### config.mk
export PLATFORM = sky130hd
export DESIGN_NAME = gn3d_queue
export DESIGN_NICKNAME = d
export VERILOG_FILES = /design/src/rtl/gn3d_pkg.sv /design/src/rtl/gn3d_queue.sv
export SDC_FILE = /design/constraint.sdc
export NUM_CORES = 1
export LEC_CHECK = 0
export BUFFER_PORTS_ARGS = -buffer_cell sky130_fd_sc_hd__buf_2
export CAP_MARGIN = 15
export CORE_MARGIN = 5
export CORE_UTILIZATION = 57
export DETAILED_ROUTE_END_ITERATION = 16
export GPL_ROUTABILITY_DRIVEN = 0
export GPL_TIMING_DRIVEN = 0
export PLACE_DENSITY = 0.88
export RECOVER_POWER = 100
export SLEW_MARGIN = 0
export SYNTH_ARGS = -nofsm -noshare
export SYNTH_HDL_FRONTEND = slang
export SYNTH_SLANG_ARGS = --single-unit
### constraint.sdc
create_clock -name aclk -period 4.7 [get_ports aclk]
set_input_delay 0.94 -clock aclk [delete_from_list [all_inputs] [get_ports aclk]]
set_output_delay 0.94 -clock aclk [all_outputs]
set_load 0.01 [all_outputs]
### src/rtl/gn3d_pkg.sv
// gn3d_pkg: shared constants, permutation ROM and queue status type for the
// gradient noise block. No dependencies.
package gn3d_pkg;

    localparam int COORD_W     = 32;
    localparam int S_TDATA_W   = 3 * COORD_W;
    localparam int LAT_BITS    = 8;
    localparam int HASH_BITS   = 4;
    localparam int CORNERS     = 8;
    localparam int NOISE_W     = 18;
    localparam int M_TDATA_W   = 24;
    localparam int QUEUE_DEPTH = 4;

    // gradient selection codes
    localparam logic [HASH_BITS-1:0] GRAD_U_FROM_Y = 4'd8;
    localparam logic [HASH_BITS-1:0] GRAD_V_FROM_Y = 4'd4;
    localparam logic [HASH_BITS-1:0] GRAD_V_X_LO   = 4'd12;
    localparam logic [HASH_BITS-1:0] GRAD_V_X_HI   = 4'd14;

    localparam logic [LAT_BITS-1:0] PERM_ROM [256] = '{
        8'd151,8'd160,8'd137,8'd91,8'd90,8'd15,8'd131,8'd13,8'd201,8'd95,8'd96,8'd53,
        8'd194,8'd233,8'd7,8'd225,8'd140,8'd36,8'd103,8'd30,8'd69,8'd142,8'd8,8'd99,
        8'd37,8'd240,8'd21,8'd10,8'd23,8'd190,8'd6,8'd148,8'd247,8'd120,8'd234,8'd75,
        8'd0,8'd26,8'd197,8'd62,8'd94,8'd252,8'd219,8'd203,8'd117,8'd35,8'd11,8'd32,
        8'd57,8'd177,8'd33,8'd88,8'd237,8'd149,8'd56,8'd87,8'd174,8'd20,8'd125,8'd136,
        8'd171,8'd168,8'd68,8'd175,8'd74,8'd165,8'd71,8'd134,8'd139,8'd48,8'd27,8'd166,
        8'd77,8'd146,8'd158,8'd231,8'd83,8'd111,8'd229,8'd122,8'd60,8'd211,8'd133,8'd230,
        8'd220,8'd105,8'd92,8'd41,8'd55,8'd46,8'd245,8'd40,8'd244,8'd102,8'd143,8'd54,
        8'd65,8'd25,8'd63,8'd161,8'd1,8'd216,8'd80,8'd73,8'd209,8'd76,8'd132,8'd187,
        8'd208,8'd89,8'd18,8'd169,8'd200,8'd196,8'd135,8'd130,8'd116,8'd188,8'd159,8'd86,
        8'd164,8'd100,8'd109,8'd198,8'd173,8'd186,8'd3,8'd64,8'd52,8'd217,8'd226,8'd250,
        8'd124,8'd123,8'd5,8'd202,8'd38,8'd147,8'd118,8'd126,8'd255,8'd82,8'd85,8'd212,
        8'd207,8'd206,8'd59,8'd227,8'd47,8'd16,8'd58,8'd17,8'd182,8'd189,8'd28,8'd42,
        8'd223,8'd183,8'd170,8'd213,8'd119,8'd248,8'd152,8'd2,8'd44,8'd154,8'd163,8'd70,
        8'd221,8'd153,8'd101,8'd155,8'd167,8'd43,8'd172,8'd9,8'd129,8'd22,8'd39,8'd253,
        8'd19,8'd98,8'd108,8'd110,8'd79,8'd113,8'd224,8'd232,8'd178,8'd185,8'd112,8'd104,
        8'd218,8'd246,8'd97,8'd228,8'd251,8'd34,8'd242,8'd193,8'd238,8'd210,8'd144,8'd12,
        8'd191,8'd179,8'd162,8'd241,8'd81,8'd51,8'd145,8'd235,8'd249,8'd14,8'd239,8'd107,
        8'd49,8'd192,8'd214,8'd31,8'd181,8'd199,8'd106,8'd157,8'd184,8'd84,8'd204,8'd176,
        8'd115,8'd121,8'd50,8'd45,8'd127,8'd4,8'd150,8'd254,8'd138,8'd236,8'd205,8'd93,
        8'd222,8'd114,8'd67,8'd29,8'd24,8'd72,8'd243,8'd141,8'd128,8'd195,8'd78,8'd66,
        8'd215,8'd61,8'd156,8'd180
    };

    function automatic logic [LAT_BITS-1:0] perm(input logic [LAT_BITS-1:0] idx);
        return PERM_ROM[idx];
    endfunction

    typedef struct packed {
        logic push;
        logic pop;
        logic full;
        logic empty;
    } gn3d_qstat_t;

endpackage

### src/rtl/gn3d_queue.sv
// gn3d_queue: short FIFO between the hash/fade front and the blend back.
// Depends on gn3d_pkg.
module gn3d_queue #(
    parameter int WIDTH = 131
) (
    input  logic                     aclk,
    input  logic                     aresetn,
    input  logic                     push,
    input  logic [WIDTH-1:0]         din,
    input  logic                     pop,
    output logic [WIDTH-1:0]         dout,
    output gn3d_pkg::gn3d_qstat_t    stat
);
    import gn3d_pkg::*;

    localparam int AW = $clog2(QUEUE_DEPTH);
    localparam int CW = $clog2(QUEUE_DEPTH + 1);

    logic [WIDTH-1:0] mem [QUEUE_DEPTH];
    logic [AW-1:0]    wr_ptr_reg, rd_ptr_reg;
    logic [CW-1:0]    count_reg;

    always_ff @(posedge aclk) begin
        if (!aresetn) begin
            wr_ptr_reg <= '0;
            rd_ptr_reg <= '0;
            count_reg  <= '0;
        end else begin
            if (push) wr_ptr_reg <= wr_ptr_reg + 1'b1;
            if (pop)  rd_ptr_reg <= rd_ptr_reg + 1'b1;
            if (push && !pop)      count_reg <= count_reg + 1'b1;
            else if (pop && !push) count_reg <= count_reg - 1'b1;
        end
    end

    always_ff @(posedge aclk) begin
        if (push) begin
            mem[wr_ptr_reg] <= din;
        end
    end

    assign dout       = mem[rd_ptr_reg];
    assign stat.push  = push;
    assign stat.pop   = pop;
    assign stat.full  = (count_reg == CW'(QUEUE_DEPTH));
    assign stat.empty = (count_reg == '0);

endmodule

Word-level counts from Yosys, hierarchy flattened
Memories as Yosys holds them, arrays and structs flattened. A register that Yosys moved wholly into a read port is not among the register bits.
Cells that the tools add are included.
Widths: inputs -> output; s select.
{ "word_totals": {"ff_bits": 7, "mem_bits_rw": 524, "in_bits": 135, "out_inout_bits": 135, "mem_count": 1} }
{ "memory_table": {"columns": ["memory", "depth", "word_bits", "rd", "rd_clocked_by_memory_dff", "wr", "line_no", "rtl"], "rows": [
  ["mem", 4, 131, 1, 1, 1, "gn3d_queue.sv:19", "logic [WIDTH-1:0] mem [QUEUE_DEPTH];"]
]} }
{ "op_classes": {"addsub": 4, "n_eq_ne": 1, "mux": 6, "reduce_logical": 6} }
{ "op_table": {"columns": ["operator", "n"], "rows": [
  ["$mux 3", 2],
  ["$add 2x1->2 const B", 2],
  ["$mux 2", 2],
  ["$add 3x1->3 const B", 1],
  ["$eq 3x3->1 const B", 1],
  ["$logic_not 3->1", 1],
  ["$sub 3x1->3 const B", 1],
  ["$logic_and 1x1->1", 2],
  ["$logic_not 1->1", 2],
  ["$mux 1", 2],
  ["$reduce_bool 2->1", 1]
]} }

Logic depth before layout (Yosys ltp)
Gate-level depths: netlist of the first run.
{ "logic_depth": {"word_depth": 4, "depth_mapped": 7, "ltp_nobuf": 7} }

Least setup slack after synthesis of the first run
No wires, ideal clock.
{ "synth_timing": {"path_kind": "in2reg", "from": "input port push", "to": "memory mem[0][0] (enable)", "setup_ns": 0.505, "arrival_time_ns": 3.940, "required_ns": 4.195, "slack_ns": 0.255, "stages": 1, "n_path_buf": 0, "path_cell_list": "and2_1"} }
{ "synth_between": {"elab_chain_cells": 2} }
{ "synth_rtl": {"columns": ["item", "line_no", "rtl"], "rows": [
  ["start, declared", "gn3d_queue.sv:8", "input logic push,"],
  ["$mux 1", "gn3d_queue.sv:37", "if (push) begin"],
  ["$mux 1 (not written as such)", "gn3d_queue.sv:38", "mem[wr_ptr_reg] <= din;"],
  ["end, declared", "gn3d_queue.sv:19", null]
]} }
Every way passes these cells.

==> results.yml, run 1 <==
status:
  outcome: "finished with violations"
  violations: "max-capacitance violations, max-slew violations"
finish:
  num-fill-cells: 2117
  drive_gt1_share_pct: 23.0
  largest_reg_flops: 524
  layout.nets: 1200
  area_growth_pct: 17.8
  multi_input_area_um2: 3200
  regArea_um2: 15900
  postLayoutCoreUtil_pct: 68.0
  fin_area_um2: 22800
  final_cells: 1548
place:
  placedCellCount: 1455
  place_worst_setup_slack_ns: 1.80
  dpl.hpwl_um: 24400
  io_buffers: 269
  place_area_um2: 21500
route:
  ant_nets: 0
  routedWlPerCell_um: 24.7
  vias: 8887
  dr.pass1.iters: 5
  drtIter0Drc: 642
  drt_wl_total_um: 38300
  viasPerCell: 5.74
  drc: 0
critical_path:
  crit_arrival_ns: 3.00
  r2r_cells: 4
  worstPathRequired_ns: 3.76
  cp-start-kind: "flip-flop"
  cp-end-kind: "primary output"
  path_class: "reg -> out"
  path_max_fanout: 10
synth:
  ys_ff_latch: 533
  synth_edf_count: 524
  ys_warn_count: 0
  syn-instance-count: 730
  synth_nets: 871
  synth.distinct_cells: 22
  synth_area_um2: 19400
  synth_common_cells: "524 x edfxtp_1, 131 x mux4_2, 14 x buf_2"
  synth_top_cell_by_area: "edfxtp_1"
  seq_area_frac_synth_pct: 82.2
  synth_top_area_share_pct: 81.3
  async_reset_ff_share_pct: 0
  synth_most_common_cell: "edfxtp_1"
  syn_avg_cell_area_um2: 26.5
  synth.area.top_cells: "edfxtp_1 81%, mux4_2 15%, dfxtp_1 0.93%"
  ys.flop_type: "edfxtp_1"
cts:
  hold_buffers: 0
  post_cts_resized: 0
  cts_max_path_buffers: 3
  post_cts_buffers: 0
  cts_made_buffers: 50
  h-tree-depth: 2
  cts-root-buf: "clkbuf_16"
  tritoncts: "done"
  clock-sinks: 533
  worstSkewPairLatency_ns: 0.55
  path_clk_slew_ns: 0.07
timing:
  setup_slack_ns: 0.765
  finalClockSkew_ns: 0.0131
  tightest_slew_ns: 2.53
  max_slew_margin_pct: -68.5
  fin_crit_sh_pct: 83.7
  final_hold_viol_count: 0
  max_freq_ghz: 0.254
  timing_max_transition_violations_final: 177
  min_period_ns: 3.94
  hold_slack_ns: 0.533
  fin_tns_setup_ns: 0
  setup_viol: 0
  rsz0062_at_grt: "false"
die:
  ioPinCount: 270
  die_y_um: 194
  initial_core_util_pct: 57.8
  rows: 67
  dieArea_um2: 37800
  die_w_um: 194
  fp.coreArea_um2: 33500
power_and_ir_drop:
  leakage_nw: 7.12
  powerDensity_nw_per_um2: 459
  finalPower_mw: 10.5
  ir_worst_vdd_v: 0.000362
hold_path:
  hold_depth: 2
  min_path_type: "reg -> reg"
job:
  drv_cap: 4
global_route:
  grt_antenna_before_repair: 4
  overflow: 0
  grt_pass1_wl_um: 58100
  track_usage_pct: 20.2
  grt_max_degree: 53
  grt_pass1_vias: 9503
-- cell families (layout without fill, tap and decap cells) --
group           count (synthesis)  after routing  share of synthesized area (%)
compound gates                  2              2                         0.0646
simple gates                   15             15                          0.472
other cells                     0              2                              0
flops                         533            533                           82.2
buf+inv                        36            404                           1.29
mux                           133            133                           15.3
xor+xnor                        5              5                          0.226
fa+ha+maj                       6              6                          0.426
-- report_power, final --
part           switching, mW  leakage, nW  internal (mW)  total, mW
Combinational          0.574         1.43          0.419      0.993
Clock                   1.63        0.807           2.32       3.96
Sequential            0.0573         4.89           5.47       5.52
Total                   2.26         7.12           8.21       10.5
-- cell type report --
type / instances / area share (%)
diodes: 2 / 0.0219
plain buffers: 32 / 0.987
clock buffers: 57 / 5.88
clock inverters: 34 / 1.33
inverters: 4 / 0.0658
multi-input cells: 161 / 14.0
flip-flops and latches: 533 / 69.8
well taps: 448 / 2.46
repair buffers: 277 / 5.46
-- routing by layer --
layer	GRT usage, %	routed length, µm	vias up
li1	-	-	3807
met1	27.6	14500	4579
met2	33.4	19500	428
met3	5.33	3570	67
met4	4.74	723	6
met5	0	34	-
-- path summary, 6_finish.rpt --
check	from	to	slack [ns]
worst min register to register	count_reg[2]	count_reg[2]	0.53
worst max register to register	wr_ptr_reg[0]	mem[3][63]	1.28
worst max-delay path	flip-flop	dout[93]	0.76
worst min-delay path	count_reg[2]	count_reg[2]	0.53
-- worst max-delay path: stages, from the launching register on --
cell and delay [ns]:
dfxtp_1 0.30, clkbuf_1 0.29, clkbuf_1 0.63, clkbuf_1 0.62, mux4_2 0.44, clkbuf_1 0.15
-- layout by cell type, fill, tap and decap left out, types with 3 or more instances in the layout --
cell / instances
and2_0: 3
mux4_2: 131
clkbuf_1: 267
dfxtp_1: 9
clkinv_2: 11
buf_6: 10
clkinv_1: 11
bufinv_16: 5
inv_1: 4
ha_1: 5
clkinvlp_4: 3
edfxtp_1: 524
buf_16: 7
buf_2: 24
clkbuf_16: 53
and2_1: 6
xor2_1: 3
(Power assumes the default switching activity.)
==> run 2: changes to the inputs <==
--- a/config.mk
+++ b/config.mk
@@ -5,14 +5,15 @@
 export SDC_FILE = /design/constraint.sdc
 export NUM_CORES = 1
 export LEC_CHECK = 0
+export ABC_AREA = 1
 export BUFFER_PORTS_ARGS = -buffer_cell sky130_fd_sc_hd__buf_2
 export CAP_MARGIN = 15
 export CORE_MARGIN = 5
-export CORE_UTILIZATION = 57
+export CORE_UTILIZATION = 52
 export DETAILED_ROUTE_END_ITERATION = 16
 export GPL_ROUTABILITY_DRIVEN = 0
 export GPL_TIMING_DRIVEN = 0
-export PLACE_DENSITY = 0.88
+export PLACE_DENSITY = 0.85
 export RECOVER_POWER = 100
 export SLEW_MARGIN = 0
 export SYNTH_ARGS = -nofsm -noshare
==> constraint.sdc (replaced) <==
create_clock -name aclk -period 3.5 [get_ports aclk]
set_input_delay 0.7 -clock aclk [delete_from_list [all_inputs] [get_ports aclk]]
set_output_delay 0.7 -clock aclk [all_outputs]
set_load 0.01 [all_outputs]
==> run 2 against run 1 <==
The run still ends with max-capacitance violations, max-slew violations left. Total power up 33%. Hold slack worse by 0.16 ns. Clock power up 33%. First-iteration DRC count up 91%. Combinational power up 33%. Wire length up 30%. Synthesized cell count up 82%. Non-clock buffer count up 62. Highest routed layer unchanged.
==> results.yml, run 2 <==
cts:
  cts_max_path_buffers: 3
  post_cts_resized: 0
  clock-sinks: 533
  cts-root-buf: "clkbuf_16"
  worstSkewPairLatency_ns: 0.58
  tritoncts: "done"
  path_clk_slew_ns: 0.06
  post_cts_buffers: 0
  cts_made_buffers: 52
  h-tree-depth: 2
  hold_buffers: 0
critical_path:
  r2r_slack_ns: 0.33
  reg2reg_to: "mem[0][114]"
  path_common_cell: "buf_2"
  worstPathRequired_ns: 2.80
  cp-end-kind: "primary output"
  path_class: "reg -> out"
  cp_top_family: "buffers and inverters"
  crit_arrival_ns: 2.48
  cp-start-kind: "flip-flop"
  crit_chain: "inv_2, buf_2, clkbuf_1, o21ai_0, o22ai_1, buf_2"
  r2r_cells: 6
  cp.depth: 6
  crit_path_top_delay_cell: "dfxtp_1"
  cp_num_buf_inv: 4
  path_max_fanout: 10
  r2r_start: "wr_ptr_reg[0]"
  crit_path_max_incr_delay_ns: 0.41
synth:
  muxShareOfSynthArea_pct: 0
  synth_common_cells: "524 x edfxtp_1, 267 x nor2_1, 196 x o21ai_0"
  synth_top_cell_by_area: "edfxtp_1"
  synth_most_common_cell: "edfxtp_1"
  ys_ff_latch: 533
  synthSimpleGateAreaFrac_pct: 5.32
  synth_nets: 1467
  syn-instance-count: 1326
  synth_area_um2: 19900
  synth_top_family_by_area: "compound AO/OA/AOI/OAI gates"
  ys.flop_type: "edfxtp_1"
  syn_avg_cell_area_um2: 15.0
  synth_top_area_share_pct: 79.2
  synth.distinct_cells: 22
  ys_warn_count: 0
  async_reset_ff_share_pct: 0
  synth_edf_count: 524
  synth_fa_ha_area_share_pct: 0.416
  seq_area_frac_synth_pct: 80.2
  synth_compound_area_share_pct: 11.0
  yosys.area_share.xor_xnor_pct: 0
  synth.area.top_cells: "edfxtp_1 79%, nor2_1 5.0%, o21ai_0 4.9%"
finish:
  layout_common_cells: "524 x edfxtp_1, 275 x clkbuf_1, 267 x nor2_1, 209 x o21ai_0, 131 x o22ai_1"
  layout.nets: 1805
  multi_input_area_um2: 3320
  num-fill-cells: 2831
  final_common_cell: "edfxtp_1"
  area_growth_pct: 17.4
  drive_gt1_share_pct: 10.6
  regArea_um2: 15900
  postLayoutCoreUtil_pct: 61.9
  fin_area_um2: 23300
  largest_reg_flops: 524
  final_cells: 2217
job:
  drv_cap: 2
timing:
  timing_max_transition_violations_final: 32
  max_slew_margin_pct: -31.7
  min_period_ns: 3.18
  setup_viol: 0
  finalClockSkew_ns: 0.0123
  max_freq_ghz: 0.315
  tightest_slew_ns: 1.97
  rsz0062_at_grt: "false"
  hold_slack_ns: 0.372
  fin_tns_setup_ns: 0
  final_hold_viol_count: 0
  fin_crit_sh_pct: 90.8
die:
  rows: 71
  die_w_um: 205
  die_y_um: 205
  fp.coreArea_um2: 37700
  ioPinCount: 270
  initial_core_util_pct: 52.7
  dieArea_um2: 42200
route:
  drt_wl_total_um: 49800
  routedWlPerCell_um: 22.4
  drc: 0
  dr.pass1.iters: 6
  vias: 12800
  ant_nets: 0
  drtIter0Drc: 1226
  viasPerCell: 5.77
hold_path:
  min_to: "mem[1][2]"
  hp-start: "din[2]"
  min_path_type: "in -> reg"
  hold_depth: 1
place:
  place_area_um2: 22200
  placedCellCount: 2121
  dpl.hpwl_um: 31100
  io_buffers: 269
global_route:
  overflow: 0
  track_usage_pct: 23.1
  grt_pass1_wl_um: 74000
  grt_max_degree: 37
  grt_antenna_before_repair: 10
  grt_pass1_vias: 13200
status:
  violations: "max-capacitance violations, max-slew violations"
  outcome: "finished with violations"
power_and_ir_drop:
  powerDensity_nw_per_um2: 599
  leakage_nw: 7.65
  ir_worst_vdd_v: 0.000564
run 2: changes by cell type after synthesis, moves of 3 or more:
| cell | change |
|---|---|
| mux4_2 | -131 |
| buf_2 | +14 |
| xor2_1 | -3 |
| nor2_1 | +267 |
| clkbuf_1 | +25 |
| o22ai_1 | +131 |
| inv_1 | +11 |
| o21ai_0 | +195 |
| buf_6 | +11 |
| o21ai_1 | +72 |
| clkbuf_2 | +4 |
| a21oi_1 | +4 |
| nand2_1 | +8 |
| and2_1 | -9 |
run 2: worst max-delay path by stage:
stage | from | slack (ns) | endpoint
5_1_grt | flip-flop | 0.15 | dout[83]
4_1_cts | flip-flop | 0.35 | dout[57]
6_report | flip-flop | 0.32 | dout[84]
3_3_place_gp | push | -1.42 | mem[0][113]
3_5_place_dp | flip-flop | 0.97 | dout[57]
2_1_floorplan | push | 0.39 | mem[0][0]
run 2: metal layers:
metal	GRT usage [%]	share of wire [%]	wire, µm
met1	28.7	36	18100
met4	8.37	3.5	1760
met2	40.0	50	25000
met5	0	0.23	116
met3	5.36	9.6	4790
run 2: report_power, final:
| group | total (mW) | leakage, nW | internal (mW) | switching [mW] |
|---|---|---|---|---|
| logic | 1.32 | 1.99 | 0.383 | 0.941 |
| registers | 7.37 | 4.89 | 7.30 | 0.0660 |
| clock network | 5.26 | 0.774 | 2.99 | 2.27 |
| total | 14.0 | 7.65 | 10.7 | 3.28 |
run 2: stage by stage:
stage	setup WS, ns	total power, mW
2_1_floorplan	0.392	8.21
5_1_grt	0.148	14.5
6_report	0.324	14.0
3_3_place_gp	-1.42	8.84
3_5_place_dp	0.971	8.90
4_1_cts	0.346	14.1
run 2: layout make-up:
class                           instances  share of cell area [%]
Tap cell                              511                    2.74
Buffer                                 87                    2.35
Timing Repair Buffer                  284                    5.12
Sequential cell                       533                    68.3
Clock inverter                         34                    1.11
Clock buffer                           60                    5.80
Inverter                               17                   0.317
Antenna cell                            2                  0.0215
Multi-Input combinational cell        689                    14.2
run 2: cell families (layout without fill, tap and decap cells):
logic type / count (synthesis) / in the layout
other: 0 / 2
adder cells (fa/ha/maj): 6 / 6
flip-flops: 533 / 533
buffers and inverters: 104 / 482
AND/OR/NAND/NOR: 280 / 280
AO/OA/AOI/OAI: 403 / 403
==> run 3: changes to the inputs <==
--- a/config.mk
+++ b/config.mk
@@ -9,11 +9,12 @@
 export BUFFER_PORTS_ARGS = -buffer_cell sky130_fd_sc_hd__buf_2
 export CAP_MARGIN = 15
 export CORE_MARGIN = 5
-export CORE_UTILIZATION = 52
+export CORE_UTILIZATION = 54
+export CTS_BUF_LIST = sky130_fd_sc_hd__clkbuf_4
 export DETAILED_ROUTE_END_ITERATION = 16
 export GPL_ROUTABILITY_DRIVEN = 0
 export GPL_TIMING_DRIVEN = 0
-export PLACE_DENSITY = 0.85
+export PLACE_DENSITY = 0.88
 export RECOVER_POWER = 100
 export SLEW_MARGIN = 0
 export SYNTH_ARGS = -nofsm -noshare
==> constraint.sdc (replaced) <==
create_clock -name aclk -period 3.5 [get_ports aclk]
set_input_delay 0.7 -clock aclk [delete_from_list [all_inputs] [get_ports aclk]]
set_output_delay 0.7 -clock aclk [all_outputs]
set_load 0.1 [all_outputs]
==> run 3 against run 2 <==
The run now ends clean. Wire length is 3.6% higher. Sequential power hardly changed. Clock skew is 0.043 ns higher. Clock power hardly changed. Maximum frequency is 5.4% lower. First-iteration DRC count is 12% higher. Sequential cell count stayed put. Clock-buffer cell count is 136 higher. Core utilization is 3.3 points higher. Combinational power is 120% higher. Final area is 1.8% higher.
==> results.yml, run 3 (synthesis gave the netlist of run 2 again) <==
place:
  io_buffers: 269
  placedCellCount: 2079
  dpl.hpwl_um: 31200
  place_worst_setup_slack_ns: 0.637
  place_area_um2: 22100
critical_path:
  path_max_fanout: 11
  r2r_start: "wr_ptr_reg[1]"
  path_class: "reg -> out"
  r2r_slack_ns: 0.20
  cp-start-kind: "flip-flop"
  path_common_cell: "buf_2"
  r2r_cells: 6
  crit_chain: "buf_4, buf_6, buf_2, nor2_1, o22ai_1, buf_2"
  crit_path_top_delay_cell: "buf_2"
  crit_path_max_incr_delay_ns: 0.46
  cp-end-kind: "primary output"
  cp_num_buf_inv: 4
  reg2reg_to: "mem[1][37]"
  worstPathRequired_ns: 2.80
  cp_top_family: "buffers and inverters"
  crit_arrival_ns: 2.66
power_and_ir_drop:
  leakage_nw: 8.28
  swShare_pct: 31.3
  p_comb_share_pct: 18.9
  powerDensity_nw_per_um2: 657
  clkPwrFrac_pct: 33.9
  sequentialPowerShare_pct: 47.3
  power.internal_mw: 10.7
  power.switching_mw: 4.87
  ir_worst_vdd_v: 0.000607
  finalPower_mw: 15.6
timing:
  max_freq_ghz: 0.298
  setup_slack_ns: 0.141
  min_period_ns: 3.36
  hold_slack_ns: 0.153
  finalClockSkew_ns: 0.0557
  max_slew_margin_pct: 19.2
  rsz0062_at_grt: "false"
  fin_crit_sh_pct: 96.0
  timing_max_transition_violations_final: 0
  tightest_slew_ns: 1.20
  fin_tns_setup_ns: 0
  final_hold_viol_count: 0
  setup_viol: 0
finish:
  layout.nets: 1890
  postLayoutCoreUtil_pct: 65.1
  final_common_cell: "edfxtp_1"
  layout_common_cells: "524 x edfxtp_1, 274 x clkbuf_4, 267 x nor2_1, 196 x o21ai_0, 148 x clkbuf_1"
  drive_gt1_share_pct: 23.7
  largest_reg_flops: 524
  area_growth_pct: 19.5
  final_cells: 2311
  fin_area_um2: 23700
cts:
  cts-root-buf: "clkbuf_4"
  worstSkewPairLatency_ns: 0.79
  post_cts_buffers: 0
  cts_made_buffers: 134
  h-tree-depth: 4
  path_clk_slew_ns: 0.08
  tritoncts: "done"
  cts_max_path_buffers: 3
  clock-sinks: 533
global_route:
  grt_pass1_wl_um: 78500
  grt_max_degree: 37
  grt_antenna_before_repair: 10
  grt_pass1_vias: 14100
  track_usage_pct: 25.1
  overflow: 0
hold_path:
  min_to: "mem[1][7]"
  hp-start: "din[7]"
  hold_depth: 1
  min_path_type: "in -> reg"
route:
  viasPerCell: 5.78
  drt_wl_total_um: 51500
  drc: 0
  dr.pass1.iters: 5
  vias: 13400
  drtIter0Drc: 1369
  ant_nets: 0
  routedWlPerCell_um: 22.3
die:
  die_w_um: 202
  ioPinCount: 270
  fp.coreArea_um2: 36400
  rows: 70
  die_y_um: 202
  initial_core_util_pct: 54.5
  dieArea_um2: 40700
job:
  drv_cap: 0
status:
  outcome: "finished clean"
[run 3: cell types whose count changed in the layout (fill, tap and decap cells not counted), moves of 13 or more]
cell	previous run	this run
clkbuf_2	7	39
o21ai_0	209	196
o21ai_1	59	72
clkbuf_1	275	148
clkbuf_4	7	274
clkbuf_16	53	0
[run 3: area by class of cell]
class / count / area, µm²
antenna: 5 / 12.5
buffer: 87 / 573
tap: 468 / 586
clock inverter: 29 / 241
multi-input combinational: 689 / 3320
inverter: 17 / 73.8
timing repair buffer: 287 / 1540
sequential: 533 / 15900
clock buffer: 196 / 1470
fill: 2561 / 12700
[run 3: how the worst max path moves through the flow]
stage,start,endpoint,slack (ns),cells past startpoint
after floorplan,count_reg[1],stat[0],0.39,1
after global placement,push,mem[3][113],-1.41,3
after detailed placement,flip-flop,dout[29],0.64,6
after CTS,flip-flop,dout[79],0.001,5
after global routing,flip-flop,dout[39],0.001,6
final,flip-flop,dout[39],0.14,6
[run 3: power groups by stage]
stage	Clock [mW]	Sequential [mW]	Combinational, mW
floorplan	0	7.50	2.20
global placement	0	7.52	2.80
detailed placement	0	7.49	2.90
CTS	5.39	7.36	2.99
global route	5.78	7.38	3.05
finish	5.27	7.37	2.94
[run 3: repair_timing]
item,4_1_cts,5_1_grt
pin swaps,0,0
hold buffers,2,0
setup endpoints to repair,101,83
hold endpoints to repair,3,0
resized for setup,72,49
[run 3: layer usage]
layer / part of all wire (%) / track usage, % / up-vias
met5: 0.16 / 0 / -
met4: 2.5 / 9.96 / 12
met3: 9.9 / 8.19 / 109
met2: 51 / 42.3 / 784
met1: 37 / 30.0 / 6514
li1: - / - / 5946
